==> config.mk <==
export PLATFORM = sky130hd
export DESIGN_NAME = ils_ctrl
export DESIGN_NICKNAME = d
export VERILOG_FILES = /design/src/rtl/core/indexed_list_store_top_assert.svh /design/src/rtl/core/ils_pkg.sv /design/src/rtl/core/ils_ctrl.sv
export SDC_FILE = /design/constraint.sdc
export NUM_CORES = 1
export LEC_CHECK = 0
export BUFFER_PORTS_ARGS = -buffer_cell sky130_fd_sc_hd__buf_2
export CAP_MARGIN = 40
export CORE_AREA = 10 10 47 49
export CTS_CLUSTER_DIAMETER = 120
export CTS_CLUSTER_SIZE = 40
export DETAILED_ROUTE_END_ITERATION = 10
export DIE_AREA = 0 0 57 59
export HOLD_SLACK_MARGIN = 0.02
export PLACE_DENSITY = 0.64
export SLEW_MARGIN = 10
export SYNTH_ARGS = -nofsm -noshare
export SYNTH_HDL_FRONTEND = slang
export SYNTH_SLANG_ARGS = --single-unit
export TNS_END_PERCENT = 1
==> constraint.sdc <==
create_clock -name clk -period 1.6 [get_ports clk]
set_input_delay 0.08 -clock clk [delete_from_list [all_inputs] [get_ports clk]]
set_output_delay 0.08 -clock clk [all_outputs]
set_load 0.02 [all_outputs]
==> src/rtl/core/indexed_list_store_top_assert.svh <==
// ----------------------------------------------------------------------------
// Assertion macros for the indexed list store
// Concurrent assertion helpers used at the end of the top level.
// ----------------------------------------------------------------------------
`ifndef INDEXED_LIST_STORE_TOP_ASSERT_SVH
`define INDEXED_LIST_STORE_TOP_ASSERT_SVH
`ifndef SYNTHESIS
`define ILS_ASSERT_ALWAYS(lbl, clk, rst_n, cond, msg) \
  lbl: assert property (@(posedge clk) disable iff (!rst_n) (cond)) else $error(msg);
`define ILS_ASSERT_NEXT(lbl, clk, rst_n, trig, cond, msg) \
  lbl: assert property (@(posedge clk) disable iff (!rst_n) (trig) |=> (cond)) else $error(msg);
`else
`define ILS_ASSERT_ALWAYS(lbl, clk, rst_n, cond, msg)
`define ILS_ASSERT_NEXT(lbl, clk, rst_n, trig, cond, msg)
`endif
`endif

==> src/rtl/core/ils_pkg.sv <==
// ----------------------------------------------------------------------------
// Indexed list store package
// Field widths, operation and status codes, and controller/datapath structs.
// ----------------------------------------------------------------------------
package ils_pkg;

  localparam int KIND_W   = 3;
  localparam int POS_W    = 12;
  localparam int DATA_W   = 32;
  localparam int STATUS_W = 2;
  localparam int LEN_W    = 11;

  typedef enum logic [KIND_W-1:0] {
    KIND_READ     = 3'd0,
    KIND_INS_HEAD = 3'd1,
    KIND_INS_TAIL = 3'd2,
    KIND_INS_POS  = 3'd3,
    KIND_DELETE   = 3'd4
  } kind_t;

  typedef enum logic [STATUS_W-1:0] {
    ST_DONE  = 2'd0,
    ST_RANGE = 2'd1,
    ST_FULL  = 2'd2
  } status_t;

  typedef enum logic [2:0] {
    OP_NONE        = 3'd0,
    OP_READ        = 3'd1,
    OP_INS_PUT     = 3'd2,
    OP_INS_SHIFT   = 3'd3,
    OP_DEL_SHIFT   = 3'd4,
    OP_DEL_NOSHIFT = 3'd5
  } op_t;

  typedef struct packed {
    logic load;
    logic shift;
    logic flush;
    logic put;
    logic emit;
  } cmd_t;

  typedef struct packed {
    op_t  dec_op;
    op_t  op;
    logic shift_last;
  } stat_t;

endpackage

==> src/rtl/core/ils_ctrl.sv <==
// ----------------------------------------------------------------------------
// Indexed list store controller
// Sequences accept, entry shifting, value write and result delivery.
// ----------------------------------------------------------------------------
module ils_ctrl (
  input  logic            clk,
  input  logic            rst_n,
  input  logic            in_valid,
  output logic            in_ready,
  output logic            out_valid,
  input  logic            out_ready,
  input  ils_pkg::stat_t  stat,
  output ils_pkg::cmd_t   cmd
);

  typedef enum logic [4:0] {
    S_IDLE  = 5'b00001,
    S_SHIFT = 5'b00010,
    S_FLUSH = 5'b00100,
    S_PUT   = 5'b01000,
    S_DONE  = 5'b10000
  } state_t;

  state_t state_r, state_nxt;
  logic   out_valid_r, out_valid_nxt;

  always_comb begin
    state_nxt     = state_r;
    cmd           = '0;
    out_valid_nxt = out_valid_r;
    if (out_valid_r && out_ready) begin
      out_valid_nxt = 1'b0;
    end
    case (state_r)
      S_IDLE: begin
        if (in_valid) begin
          cmd.load = 1'b1;
          case (stat.dec_op)
            ils_pkg::OP_INS_PUT:   state_nxt = S_PUT;
            ils_pkg::OP_INS_SHIFT: state_nxt = S_SHIFT;
            ils_pkg::OP_DEL_SHIFT: state_nxt = S_SHIFT;
            default:               state_nxt = S_DONE;
          endcase
        end
      end
      S_SHIFT: begin
        cmd.shift = 1'b1;
        if (stat.shift_last) begin
          state_nxt = S_FLUSH;
        end
      end
      S_FLUSH: begin
        cmd.flush = 1'b1;
        state_nxt = (stat.op == ils_pkg::OP_INS_SHIFT) ? S_PUT : S_DONE;
      end
      S_PUT: begin
        cmd.put   = 1'b1;
        state_nxt = S_DONE;
      end
      S_DONE: begin
        if (!out_valid_r || out_ready) begin
          cmd.emit      = 1'b1;
          out_valid_nxt = 1'b1;
          state_nxt     = S_IDLE;
        end
      end
      default: begin
        state_nxt = S_IDLE;
      end
    endcase
  end

  always_ff @(posedge clk) begin
    if (!rst_n) begin
      state_r     <= S_IDLE;
      out_valid_r <= 1'b0;
    end else begin
      state_r     <= state_nxt;
      out_valid_r <= out_valid_nxt;
    end
  end

  assign in_ready  = (state_r == S_IDLE);
  assign out_valid = out_valid_r;

endmodule

======== Word level (Yosys, flattened, before mapping) ========
Cells that the tools add are included.
storage, ports and cells
  output and inout bits ................... 7
  input port bits ......................... 11
  bits in registers ....................... 6
operators by class
  mux-type cells .......................... 16
  equal/unequal tests ..................... 12
  reductions and logical operators ........ 5
operators with widths
  kind                  count
  $pmux W5 S5           1
  $mux W5               4
  $mux W1               10
  $pmux W5 S2           1
  $eq A3 B2 Y1 const B  3
  $ne A2 B2 Y1 const B  3
  $eq A5 B1 Y1 const B  1
  $eq A5 B2 Y1 const B  1
  $eq A5 B3 Y1 const B  1
  $eq A5 B4 Y1 const B  1
  $eq A5 B5 Y1 const B  1
  $eq A3 B3 Y1 const B  1
  $reduce_and A3 Y1     1
  $reduce_or A2 Y1      1
  $logic_and A1 B1 Y1   1
  $logic_not A1 Y1      1
  $logic_or A1 B1 Y1    1

======== Logic depth before layout (Yosys ltp) ========
Gate-level depths: netlist (run 1).
  word-level depth ........................ 5
  depth in mapped cells ................... 5

======== Worst setup path after synthesis (run 1) ========
Ideal clock, no wire load.
  path kind ............................... reg2reg
  start ................................... register state_r[0]
  end ..................................... register state_r[3]
  path buffers ............................ 0
  clock period less this slack ............ 1.614 ns
  stages on the path, launching flop included .. 5
  data arrival time ....................... 1.554 ns
  slack ................................... -0.014 ns
  cells stage by stage .................... dfxtp_1 or3_4 or3b_4 o32ai_1 and4bb_2
between the ends
  longest elaborated chain between the ends .. 3
  elaborated cells on any way between the ends .. 10
RTL lines
  what                                  RTL line        RTL
  from (decl)                           ils_ctrl.sv:24  state_t state_r, state_nxt;
  from (signal assigned)                ils_ctrl.sv:78  state_r <= state_nxt;
  $eq A5 B5 Y1 (tied with other cells)  ils_ctrl.sv:34  case (state_r)
  $ne A2 B2 Y1 (no line)                -
  $reduce_and A3 Y1 (no line)           -
Parallel ways exist; a longest one is shown, timed or not.
A chain may end at the register's enable or synchronous reset.

==> flow_metrics.tcl, run 1 <==
set metrics [dict create \
    synth_cell_types 30 \
    syn_area_um2 424 \
    netlist_instances 55 \
    cts_setup_buffers 0 \
    fin_area_um2 632 \
    setup_ws_ns -0.0751 \
    syn_to_final_growth_pct 49.0 \
    p_sw_w 0.000125 \
    post_drt_wl_per_cell_um 12.8 \
    crit_path_start "state_r[0]" \
    place_ws_ns 0.00220 \
    antenna_left 0 \
    first_pass_iters 4 \
    status "finished with violations" \
    synth_warnings 0 \
    grt_max_degree 7 \
    first_iter_violations 13 \
    hp-start "stat[0]" \
    cts_tree "yes" \
    cp_max_fo 3 \
    core_area_um2 1400 \
    finalHoldViolCount 0 \
    grt_pass1_vias 506 \
    stdcell_count 98 \
    gr-total-overflow 0 \
    critical_path.startpoint_type "register" \
    routed_wl_um 1250 \
    setup_violations 3 \
    drive_gt1_share_pct 43.9 \
    critPathKind "reg -> out" \
    max_clock_freq_ghz 0.597 \
    die_w_um 57 \
    portBuffers 17 \
    max_slew_margin_pct 75.7 \
    hold_path.class "in -> reg" \
    grt_pass1_wl_um 1990 \
    clock-root-buffer "clkbuf_4" \
    seq_power_share_pct 37.1 \
    dpl_cell_area_um2 582 \
    endpoint_kind "output pin" \
    cts_buffer_depth 2 \
    antenna_found_initial 0 \
    start_util_pct 30.3 \
    numClockSinks 6 \
    fin_skew_ns 0.00973 \
    drc 0 \
    dieArea_um2 3360 \
    ir_drop_uv 261 \
    violations "negative setup slack" \
    h-tree-depth 1 \
    clk_pin_slew_ns 0.05 \
    mostFrequentLayoutCells "buf_2 (15), nor2_1 (8), buf_4 (6), dfxtp_1 (5)" \
    gp_congestion 0.830 \
    cts_buffers 3 \
    grt_use_total_pct 7.62 \
    clk_latency_ns 0.25 \
    powerDensity_nw_per_um2 688 \
    dp_hpwl_um 1010 \
    required_ns 1.52 \
    grt_setup_unrepaired "true" \
    rows 14 \
    p_leak_nw 0.301 \
    power_frac_comb_pct 29.8 \
    pin_count 18 \
    final.min_clock_period_ns 1.68 \
    num_antenna_cells 0 \
    ys_seq_area_share_pct 28.3 \
    tightest_slew_ns 0.359 \
    cp.arrival_ns 1.60 \
    power.internal_w 0.000309 \
    slew_violations 0 \
    switching_share_pct 28.8 \
    fin_crit_sh_pct 105 \
    die_h_um 59 \
    clockPowerShare_pct 33.1 \
    dp_cells 95 \
    final_common_cell "buf_2" \
    synthesis.nets 66 \
    power_w 0.000435 \
    drv_cap 0 \
    fin_nets 95 \
    ys_seq_elements 6 \
    avgSynthCellArea_um2 7.71 \
    whs_ns 0.0567 \
    r2r-start "state_r[0]" \
    vias 489 \
    viasPerCell 4.99 \
]
-- cells in the mapped netlist --
master    n  area [um2]
o31ai_1   1        7.51
nor4_1    1        6.26
nor2b_1   2        12.5
o311ai_0  1        8.76
and4_1    1        8.76
and3b_1   1        8.76
a21o_1    2        15.0
a21boi_0  1        7.51
nor3b_1   1        7.51
dfxtp_1   6         120
nand3_1   1        5.00
or2_2     1        6.26
or3_4     1        11.3
and2b_1   1        7.51
nand2b_1  4        25.0
inv_1     3        11.3
or3_1     1        6.26
or2b_1    1        7.51
xnor2_1   1        8.76
and4bb_2  1        12.5
nand2_1   4        15.0
a311oi_1  1        8.76
nor3_1    1        5.00
a21oi_1   1        5.00
and2_1    2        12.5
o32ai_1   1        8.76
o21ai_0   3        15.0
or3b_4    1        11.3
o221ai_1  1        8.76
nor2_1    8        30.0
-- state kept, by name, indices dropped and copies added (netlist names) --
register and cells:
state_r 5, out_valid 1
-- kinds of logic (layout without fill, tap and decap cells) --
kind of cell              count (synthesis)  in the layout  share of synthesized area [%]
DFF                                       6              6                           28.3
buffers and inverters                     3             30                           2.65
xor gates and xnor gates                  1              1                           2.07
AOI/OAI and AO/OA                        12             12                           20.1
and+or+nand+nor                          33             33                           46.9
-- per-stage QoR --
stage                     TNS (ns)  util, %
after floorplan            -0.0145        -
after global placement           0     41.5
after detailed placement         0     41.5
after CTS                   -0.158     45.0
after global routing        -0.265     45.1
final                      -0.0932     45.1
-- layer usage --
layer	vias up	wire length [um]	share of wire [%]	track usage (%)
met5	-	0	0	0
met4	0	12	0.96	6.04
met3	2	82	6.5	3.65
met2	13	577	46	12.4
met1	221	580	46	7.28
li1	253	-	-	-
-- power by group through the flow --
stage	logic [W]	registers [W]	clock network, W
CTS	0.000129	0.000161	0.000155
floorplan	0.0000662	0.000166	0
global route	0.000142	0.000162	0.000156
finish	0.000129	0.000161	0.000144
global placement	0.000113	0.000164	0
detailed placement	0.000115	0.000164	0
-- area by class of cell --
cell class              count  area, um2
fillers                   150        769
multi-input cells          46        303
repair buffers             24        154
flip-flops and latches      6        121
clock buffers               3       22.5
well taps                  16       20.0
inverters                   3       11.3
-- critical path, stage by stage, from the launching register on --
cell and delay, ns:
dfxtp_2 0.31, or3_4 0.37, or3b_4 0.40, buf_6 0.13, inv_2 0.04, buf_6 0.10
-- final timing paths --
kind / to / slack (ns) / cells past startpoint
worst max-delay path: cmd[2] / -0.08 / 5
worst min-delay path: state_r[2] / 0.06 / 3
worst max register to register: state_r[3] / 0 / 4
worst min register to register: out_valid / 0.53 / 2
-- repair_timing --
action	in CTS	in global routing
hold buffers	0	0
cloned	0	0
pin swaps	3	1
gates resized for setup	10	3
endpoints found under the setup margin	3	5
No activity file was read; power rests on OpenSTA's default activity.
==> inputs of run 2 (changes only) <==
- PLACE_DENSITY: 0.64 -> unset
==> run 2 against run 1 <==
Die area did not move. Final area rose by 13%. The flow still finishes with violations (negative setup slack). Via count rose by 8.4%. Largest cell class unchanged. Clock power barely moved. Critical path depth did not move. Critical endpoint unchanged. Register-to-register slack got worse by 0.02 ns. Non-clock buffer count rose by 6. Count of clock-buffer cells in the layout did not move. Sequential cell count did not move. Wire length rose by 12%. Worst hold slack improved by 0.012 ns.
==> flow_metrics.tcl, run 2 (synthesis gave the netlist of run 1 again) <==
set metrics [dict create \
    status "finished with violations" \
    violations "negative setup slack" \
    first_pass_iters 4 \
    critPathKind "reg -> out" \
    setup_violations 3 \
    tightest_slew_ns 0.328 \
    die_w_um 57 \
    slew_violations 0 \
    antenna_left 0 \
    h-tree-depth 1 \
    gr-total-overflow 0 \
    cp_max_fo 3 \
    endpoint_kind "output pin" \
    drv_cap 0 \
    numClockSinks 6 \
    clk_pin_slew_ns 0.05 \
    pin_count 18 \
    crit_family "simple AND/OR/NAND/NOR gates" \
    switching_share_pct 28.7 \
    portBuffers 17 \
    nFillCells 135 \
    start_util_pct 30.3 \
    ir_drop_uv 428 \
    post_drt_wl_per_cell_um 13.4 \
    rows 14 \
    power.internal_w 0.000340 \
    clockPowerShare_pct 29.8 \
    fin_crit_sh_pct 105 \
    mostFrequentLayoutCells "buf_2 (14), buf_4 (10), nor2_1 (8), buf_6 (6)" \
    dp_hpwl_um 1090 \
    antenna_found_initial 0 \
    crit_path_max_incr_delay_ns 0.40 \
    largest-register "state_r" \
    setup_ws_ns -0.0854 \
    cts_buffers 3 \
    viasPerCell 5.10 \
    first_iter_violations 11 \
    max_slew_margin_pct 78.0 \
    grt_setup_unrepaired "true" \
    finalHoldViolCount 0 \
    cp_cell_sequence "or3_4 -> or3b_4 -> buf_6 -> inv_2 -> buf_6" \
    clk_latency_ns 0.25 \
    gp_congestion 0.826 \
    stdcell_count 104 \
    cp.arrival_ns 1.61 \
    seq_power_share_pct 34.0 \
    power_frac_comb_pct 36.2 \
    grt_pass1_wl_um 2060 \
    cp_common_cell "buf_6" \
    p_leak_nw 0.342 \
    finalSetupTns_ns -0.181 \
    required_ns 1.52 \
    syn_to_final_growth_pct 69.0 \
    p_sw_w 0.000137 \
    final_common_cell "buf_2" \
    cts_tree "yes" \
    num_antenna_cells 0 \
    core_area_um2 1400 \
    dieArea_um2 3360 \
    vias 530 \
    hold_path.class "in -> reg" \
    holdBufCountCts 0 \
    die_h_um 59 \
    fin_nets 101 \
    grt_use_total_pct 7.60 \
    critical_path.startpoint_type "register" \
    slowest_stage "or3b_4" \
    dp_cells 97 \
    largest_reg_flops 5 \
    grt_pass1_vias 505 \
    max_clock_freq_ghz 0.593 \
    grt_max_degree 7 \
    drive_gt1_share_pct 52.3 \
    cts_buffer_depth 2 \
    clock-root-buffer "clkbuf_4" \
    fin_skew_ns 0.00391 \
    drc 0 \
    routed_wl_um 1400 \
    path_buf_inv 3 \
    final.min_clock_period_ns 1.69 \
    powerDensity_nw_per_um2 665 \
]
[run 2: power by group through the flow]
stage / Clock (W) / Sequential (W) / Combinational [W]
final: 0.000142 / 0.000162 / 0.000173
after floorplan: 0 / 0.000166 / 0.0000662
after CTS: 0.000150 / 0.000161 / 0.000143
after global routing: 0.000153 / 0.000163 / 0.000186
after global placement: 0 / 0.000164 / 0.000120
after detailed placement: 0 / 0.000165 / 0.000121
[run 2: final cells by class]
cell class	instances	area, um2	area share (%)
Clock buffer	3	22.5	3.14
Timing Repair Buffer	30	213	29.7
Sequential cell	6	123	17.1
Tap cell	16	20.0	2.79
Inverter	3	13.8	1.92
Multi-Input combinational cell	46	325	45.4
[run 2: path summary, 6_finish.rpt]
check        startpoint    endpoint  slack (ns)  depth (start not counted)
min reg2reg   out_valid   out_valid        0.55                          2
max          state_r[0]      cmd[2]       -0.09                          5
max reg2reg  state_r[0]  state_r[3]       -0.02                          7
min             stat[0]  state_r[2]        0.07                          3
[run 2: worst register-to-register path, cell delays in order, from the launching register on]
cell	delay, ns
dfxtp_2	0.31
buf_4	0.13
buf_4	0.13
o21ai_0	0.24
o311ai_2	0.14
buf_4	0.15
a21o_1	0.17
and4bb_2	0.28
[run 2: timing repair]
action,CTS,global route
gates resized for setup,12,10
setup buffers,2,2
setup endpoints to repair,4,6
pin swaps,2,5
[run 2: metal layers]
metal  GRT usage [%]  wire (um)  vias to the layer above
li1                -          -                      265
met1            7.95        553                      249
met2            13.3        764                       16
met3            3.65         80                        0
met4            2.01          0                        0
met5               0          0                        -
[run 2: metrics by stage]
step	total power [W]	area, um2	setup WS [ns]	utilization, %	hold WS [ns]
finish	0.000477	717	-0.0854	51.2	0.0689
global placement	0.000285	597	-0.00744	42.6	0.317
global route	0.000502	717	-0.138	51.2	0.0779
CTS	0.000454	661	-0.113	47.1	0.0569
floorplan	0.000232	424	-0.0145	-	0.151
detailed placement	0.000285	597	-0.0662	42.6	0.321
==> inputs of run 3 (changes only) <==
- CORE_AREA: 10 10 47 49 -> unset
- CORE_MARGIN: unset -> 10
- CORE_UTILIZATION: unset -> 25
- DIE_AREA: 0 0 57 59 -> unset
- clock period: 1.6 -> 1.7 ns (I/O delays scaled with it)
==> run 3 against run 2 <==
The run now ends clean. Global-route usage decreased by 0.23 points. Clock skew increased by 0.0089 ns. Final area decreased by 15%. Clock power decreased by 3%. Worst hold slack got worse by 0.0055 ns. First-iteration DRC count unchanged. Sequential power decreased by 6%. Critical endpoint is now state_r[3]. Largest power group is now sequential cells.
==> flow_metrics.tcl, run 3 (synthesis gave the netlist of run 1 again) <==
set metrics [dict create \
    status "finished clean" \
    grt_use_total_pct 7.37 \
    setup_violations 0 \
    grt_setup_unrepaired "true" \
    tightest_slew_ns 0.321 \
    ir_drop_uv 384 \
    num_antenna_cells 0 \
    clk_pin_slew_ns 0.06 \
    dp_cells 93 \
    required_ns 1.90 \
    cp_max_fo 4 \
    largest_reg_flops 5 \
    mostFrequentLayoutCells "buf_2 (15), nor2_1 (8), buf_4 (7), dfxtp_1 (6)" \
    antenna_left 0 \
    holdBufCountCts 0 \
    r2r-end "state_r[3]" \
    grt_max_degree 7 \
    worstHoldPathCells 2 \
    dpl_cell_area_um2 567 \
    drive_gt1_share_pct 40.0 \
    cts_buffers 3 \
    max_clock_freq_ghz 0.593 \
    cp.arrival_ns 1.88 \
    antenna_found_initial 0 \
    final_common_cell "buf_2" \
    crit_path_max_incr_delay_ns 0.41 \
    p_leak_nw 0.291 \
    gp_congestion 0.755 \
    critical_path.startpoint_type "register" \
    fin_crit_sh_pct 99.1 \
    syn_to_final_growth_pct 43.7 \
    fin_nets 93 \
    die_w_um 61.2 \
    first_iter_violations 11 \
    r2r-start "state_r[0]" \
    drv_cap 0 \
    max_slew_margin_pct 78.3 \
    post_drt_wl_per_cell_um 13.7 \
    core_area_um2 1560 \
    routed_wl_um 1320 \
    largest-register "state_r" \
    endpoint_kind "register" \
    cp_cell_sequence "or3_4 -> or3b_4 -> o32ai_2 -> and4bb_2" \
    pin_count 18 \
    die_h_um 61.2 \
    numClockSinks 6 \
    slew_violations 0 \
    clock-root-buffer "clkbuf_4" \
    final.min_clock_period_ns 1.69 \
    rows 14 \
    hold_path.class "in -> reg" \
    fin_skew_ns 0.0128 \
    h-tree-depth 1 \
    critPathKind "reg -> reg" \
    powerDensity_nw_per_um2 665 \
    slowest_stage "or3b_4" \
    cts_buffer_depth 2 \
    grt_pass1_wl_um 2060 \
    cts_setup_buffers 0 \
    finalSetupTns_ns 0 \
    dieArea_um2 3740 \
    drc 0 \
    cts_tree "yes" \
    viasPerCell 5.28 \
    rr_worst_depth 4 \
    ff2ff_setup_slack_ns 0.01 \
    finalHoldViolCount 0 \
    grt_pass1_vias 490 \
    fin_area_um2 609 \
    portBuffers 17 \
    start_util_pct 27.2 \
    crit_path_start "state_r[0]" \
    clk_latency_ns 0.25 \
    dp_hpwl_um 1110 \
    whs_ns 0.0633 \
    first_pass_iters 4 \
    vias 507 \
    endpoint "state_r[3]" \
    gr-total-overflow 0 \
    stdcell_count 96 \
]
==> run 3: layout make-up <==
class,instances,area [um2]
Multi-Input combinational cell,46,308
Timing Repair Buffer,22,128
Sequential cell,6,120
Tap cell,16,20.0
Clock buffer,3,22.5
Inverter,3,11.3
Fill cell,171,950
==> run 3: per-layer routing <==
metal	wire (um)	GRT usage, %	vias up
li1	-	-	256
met1	590	7.89	233
met2	608	12.3	18
met3	117	4.12	0
met4	0	1.95	0
met5	0	0	-
==> run 3: worst max-delay path, delay by kind of cell (launching register included) <==
kind	cells	cell delay, ns
AOI/OAI and AO/OA	1	0.26
DFF	1	0.31
and+or+nand+nor	3	1.05
==> run 3: what timing repair did <==
| item | 4_1_cts | 5_1_grt |
|---|---|---|
| pin swaps | 0 | 2 |
| gates resized for setup | 4 | 3 |
| setup endpoints to repair | 2 | 3 |
| endpoints found under the hold margin | 0 | 0 |
==> run 3: power by group <==
part,internal (W),total [W],switching (W)
registers,0.000147,0.000152,0.00000485
logic,0.0000576,0.000116,0.0000581
clock network,0.0000803,0.000138,0.0000574
==> run 3: how the worst min path moves through the flow <==
stage	from	to	slack, ns
4_1_cts	rst_n	state_r[0]	0.06
5_1_grt	rst_n	state_r[0]	0.06
3_3_place_gp	rst_n	state_r[0]	0.33
3_5_place_dp	rst_n	state_r[0]	0.32
6_report	rst_n	state_r[0]	0.06
2_1_floorplan	rst_n	state_r[0]	0.16
==> run 3: metrics by stage <==
stage,worst slack (ns),utilization [%],total power [W]
after floorplan,0.0855,-,0.000218
after global placement,0.0794,36.4,0.000259
after detailed placement,-0.0220,36.4,0.000260
after CTS,0.00918,38.9,0.000407
after global routing,-0.0199,39.1,0.000426
final,0.0146,39.1,0.000405
